`config.mk`:
```
export PLATFORM = sky130hd
export DESIGN_NAME = salct_lookup
export DESIGN_NICKNAME = d
export VERILOG_FILES = /design/src/rtl/salct_pkg.sv /design/src/rtl/salct_lookup.sv
export SDC_FILE = /design/constraint.sdc
export NUM_CORES = 1
export LEC_CHECK = 0
export BUFFER_PORTS_ARGS = -buffer_cell sky130_fd_sc_hd__clkbuf_2
export CAP_MARGIN = 20
export CORE_AREA = 3 3 448 450
export DETAILED_ROUTE_END_ITERATION = 8
export DIE_AREA = 0 0 451 453
export PLACE_DENSITY = 0.3
export SETUP_SLACK_MARGIN = 0.05
export SKIP_LAST_GASP = 1
export SLEW_MARGIN = 40
export SYNTH_ARGS = -nofsm -noshare
export SYNTH_HDL_FRONTEND = slang
export SYNTH_SLANG_ARGS = --single-unit
export TNS_END_PERCENT = 1
```
`constraint.sdc`:
```
create_clock -name vclk -period 22.2
set_input_delay 3.33 -clock vclk [all_inputs]
set_output_delay 3.33 -clock vclk [all_outputs]
set_load 0.01 [all_outputs]
```
`src/rtl/salct_pkg.sv`:
```
// salct_pkg: shared constants and types for the cache tag store
// no dependencies
package salct_pkg;

    localparam int DEF_MAX_SETS = 256;
    localparam int DEF_MAX_WAYS = 8;

    localparam int ADDR_W     = 64;
    localparam int TAG_W      = 64;
    localparam int MODE_W     = 2;
    localparam int CFG_IDX_W  = 2;
    localparam int CFG_DATA_W = 6;
    localparam int CNT_W      = 32;

    localparam logic [MODE_W-1:0] MODE_LOAD   = 2'd0;
    localparam logic [MODE_W-1:0] MODE_STORE  = 2'd1;
    localparam logic [MODE_W-1:0] MODE_MODIFY = 2'd2;

    localparam logic [CFG_IDX_W-1:0] CFG_SET_BITS   = 2'd0;
    localparam logic [CFG_IDX_W-1:0] CFG_WAYS_USED  = 2'd1;
    localparam logic [CFG_IDX_W-1:0] CFG_BLOCK_BITS = 2'd2;

    typedef enum logic [1:0] {
        OC_HIT   = 2'd0,
        OC_FILL  = 2'd1,
        OC_EVICT = 2'd2
    } t_outcome;

endpackage

```
`src/rtl/salct_lookup.sv`:
```
// salct_lookup: tag match, free way and lru victim choice, rank update for one set
// depends on salct_pkg
module salct_lookup
    import salct_pkg::*;
#(
    parameter int MAX_WAYS = DEF_MAX_WAYS,
    parameter int WAY_W    = 3
) (
    input  logic [MAX_WAYS-1:0]            i_in_use,
    input  logic [TAG_W-1:0]               i_tag,
    input  logic [MAX_WAYS-1:0][TAG_W-1:0] i_tags,
    input  logic [MAX_WAYS-1:0]            i_valid,
    input  logic [MAX_WAYS-1:0][WAY_W-1:0] i_ranks,
    output t_outcome                       o_outcome,
    output logic [MAX_WAYS-1:0][TAG_W-1:0] o_tags,
    output logic [MAX_WAYS-1:0]            o_valid,
    output logic [MAX_WAYS-1:0][WAY_W-1:0] o_ranks
);

    localparam logic [WAY_W-1:0] FILL_THR = WAY_W'(MAX_WAYS - 1);

    logic             hit;
    logic             any_free;
    logic [WAY_W-1:0] hit_way;
    logic [WAY_W-1:0] free_way;
    logic [WAY_W-1:0] vict_way;
    logic [WAY_W-1:0] vict_rank;
    logic [WAY_W-1:0] sel;
    logic [WAY_W-1:0] thr;

    always_comb begin
        hit       = 1'b0;
        hit_way   = '0;
        any_free  = 1'b0;
        free_way  = '0;
        vict_way  = '0;
        vict_rank = i_ranks[0];

        // lowest matching way wins
        for (int v = MAX_WAYS - 1; v >= 0; v--) begin
            if (i_in_use[v] && i_valid[v] && (i_tags[v] == i_tag)) begin
                hit     = 1'b1;
                hit_way = WAY_W'(v);
            end
        end

        // highest invalid way is filled first
        for (int v = 0; v < MAX_WAYS; v++) begin
            if (i_in_use[v] && !i_valid[v]) begin
                any_free = 1'b1;
                free_way = WAY_W'(v);
            end
        end

        // oldest rank, lowest way on a tie
        for (int v = 1; v < MAX_WAYS; v++) begin
            if (i_in_use[v] && (i_ranks[v] > vict_rank)) begin
                vict_way  = WAY_W'(v);
                vict_rank = i_ranks[v];
            end
        end

        if (hit) begin
            sel       = hit_way;
            thr       = i_ranks[hit_way];
            o_outcome = OC_HIT;
        end else if (any_free) begin
            sel       = free_way;
            thr       = FILL_THR;
            o_outcome = OC_FILL;
        end else begin
            sel       = vict_way;
            thr       = vict_rank;
            o_outcome = OC_EVICT;
        end

        o_tags  = i_tags;
        o_valid = i_valid;
        for (int v = 0; v < MAX_WAYS; v++) begin
            if (WAY_W'(v) == sel) begin
                o_ranks[v] = '0;
            end else if (i_in_use[v] && (i_ranks[v] < thr)) begin
                o_ranks[v] = i_ranks[v] + 1'b1;
            end else begin
                o_ranks[v] = i_ranks[v];
            end
        end
        if (!hit) begin
            o_tags[sel]  = i_tag;
            o_valid[sel] = 1'b1;
        end
    end

endmodule

```
==> metrics.md <==
| Metric | Value |
|---|---|
| Outcome | completed |
| Crit path launch type | input pin |
| Synth cell count leaders | 378 x mux2_2, 227 x xnor2_1, 198 x nand2_1 |
| IO Pins | 1162 |
| Overflow after GRT | 0 |
| DP Area | 24600 um2 |
| Maximum clock frequency | 0.0489 GHz |
| Core Area | 197000 um2 |
| Post-CTS Setup Bufs | 0 |
| Sequential share of the synthesized area | 0 |
| Hold crit path type | input pin to primary output |
| Delay of the slowest critical-path stage | 0.58 ns |
| Count leader, synth | mux2_2 |
| Unique masters post-synth | 86 |
| Final Hold Slack | 7.01 ns |
| DP Wirelength | 220000 um |
| Design Area, Final | 24700 um2 |
| Unrepaired setup endpoints after global routing | no |
| CP max stage cell | o21ai_0 |
| Crit end category | primary output |
| Slew margin rel. | 0.372 |
| Hold Path Origin | i_tags[193] |
| Mean number of vias per cell | 3.95 |
| Critical-path maximum fanout | 38 |
| Total power | 0.904 mW |
| ANT nets after route | 0 |
| # hold bufs at CTS | 0 |
| Cells after synthesis | 2108 |
| Clk_buf instances | 0 |
| Mean area per synthesized cell | 7.22 um2 |
| Tot GR Track Use | 0.233 |
| Mapped Area | 15200 um2 |
| DRT Pass-1 Iters | 6 |
| Leakage | 10.7 nW |
| Worst Tran Pin Value | 0.940 ns |
| Setup TNS | 0 ns |
| Tmin final | 20.47 ns |
| First-pass GRT wire length | 302000 um |
| Synth area leader | mux2_2 |
| Syn Nets | 2745 |
| Main area contributors after synthesis | mux2_2 28%, xnor2_1 13%, xor2_1 10% |
| Final number of setup-violating endpoints | 0 |
| CTS resizes | 0 |
| DR vias | 23176 |
| Final cell count without fillers | 5866 |
| Part of the cycle the worst path needs | 0.922 |
| Largest net degree at the start of global routing | 59 |
| M3 GR Usage | 0.0700 |
| Initial Util | 0.0772 |
| Port bufs | 1162 |
| Die Span Y | 453 um |
| Pwr/cell area | 36.5 nW/um2 |
| Fin. max-slew vios | 0 |
| Final Util | 0.126 |
| Ys Warns | 0 |
| GPL Wtd Cong | 0.897 |
| Die X | 451 um |
| Area grow syn2layout | 62.6% |
| Max VDD drop | 0.0000152 V |
| Layout Nets | 3831 |
| Rows | 163 |
| DRC Markers | 0 |
| Fillers | 23281 |
| Routed WL per cell | 42.9 um |
| Met2 usage | 0.403 |
| DIE AREA | 204000 um2 |
| Setup ws final | 1.73 ns |
| Crit path DAT | 17.14 ns |
| Vias in the first global route | 23128 |
| Iter 0 DRT Violations | 2125 |
| Critical path class | input pin to primary output |
| Met1 Use GR | 0.273 |
| WHS Path Cells | 4 |
| Final Hold Fails | 0 |
| Most used routing layer | met2 |
| Storage cell area | 0 um2 |
| WHS Endpoint | o_tags[193] |
| Placed Cells | 5832 |
| Initial antenna violation count | 84 |
| Critical Path Most Common Cell | ha_1 |
| Dpl ws | 1.78 ns |
| WP data required | 18.87 ns |
| Top-area cell type share of the netlist area | 0.280 |
| Max Cap Violations | 0 |
| Seq cells | 0 |
| Layout cells sized above 1 | 0.535 |
| Drt total wl | 252000 um |
[final cells by class]
type                       instances  area [um2]  share of cell area
antenna                           34        85.1             0.00344
timing repair buffer            1277        6770               0.274
multi-input combinational       1829       14300               0.576
inverter                          86         323              0.0130
tap                             2640        3300               0.134
[worst max path at each step]
stage / slack, ns / cells past startpoint / from / endpoint
floorplan: 4.66 / 56 / i_ranks[2] / o_tags[445]
global placement: 1.60 / 55 / i_ranks[1] / o_tags[38]
detailed placement: 1.78 / 55 / i_ranks[1] / o_tags[86]
CTS: 1.75 / 55 / i_ranks[1] / o_tags[86]
global route: 0.41 / 56 / i_ranks[2] / o_tags[86]
finish: 1.73 / 55 / i_ranks[1] / o_tags[86]
[critical path, delay by kind of cell]
| kind | cells | cell delay, ns |
|---|---|---|
| adder cells (fa/ha/maj) | 9 | 2.73 |
| AND/OR/NAND/NOR | 18 | 3.94 |
| AO/OA/AOI/OAI | 22 | 5.58 |
| buffers and inverters | 5 | 1.06 |
| multiplexers | 1 | 0.39 |
[cells in the final DEF, fill, tap and decap left out, types with 8 or more instances in the layout]
cell / instances
and2_1: 12
nand2b_1: 50
nor2b_1: 55
o2111ai_1: 16
o21ai_0: 159
o22ai_1: 21
nor3_1: 22
nand3_1: 28
mux2_2: 378
or2_2: 10
nand4_1: 76
nor4_1: 52
a2111oi_0: 16
xnor2_1: 225
xor2_1: 176
o221ai_1: 10
a21oi_1: 39
ha_1: 21
o21a_1: 10
diode_2: 34
clkbuf_2: 1160
or4_1: 9
buf_4: 106
mux2i_1: 8
nor2_1: 54
nand2_1: 194
nor4_2: 9
inv_1: 82
a31oi_1: 12
[routing by layer]
layer	wire [um]	vias up	part of all wire
met2	123000	1367	0.49
met4	9260	10	0.037
met3	21500	268	0.085
met5	55	-	0.00022
li1	-	9791	-
met1	98300	11740	0.39
[kinds of logic (layout without fill, tap and decap cells)]
kind of cell,count (synthesis),count (layout),share of synthesized area
simple gates,616,616,0.212
xor+xnor,404,404,0.233
buf+inv,279,1363,0.0760
compound gates,397,397,0.174
other cells,0,34,0
mux,386,386,0.285
fa+ha+maj,26,26,0.0206
[report_power, final]
group	internal (mW)	switching (mW)
sequential	0	0
clock	0.0000000978	0
combinational	0.294	0.610
total	0.294	0.610
No activity file was read; power rests on OpenSTA's default activity.
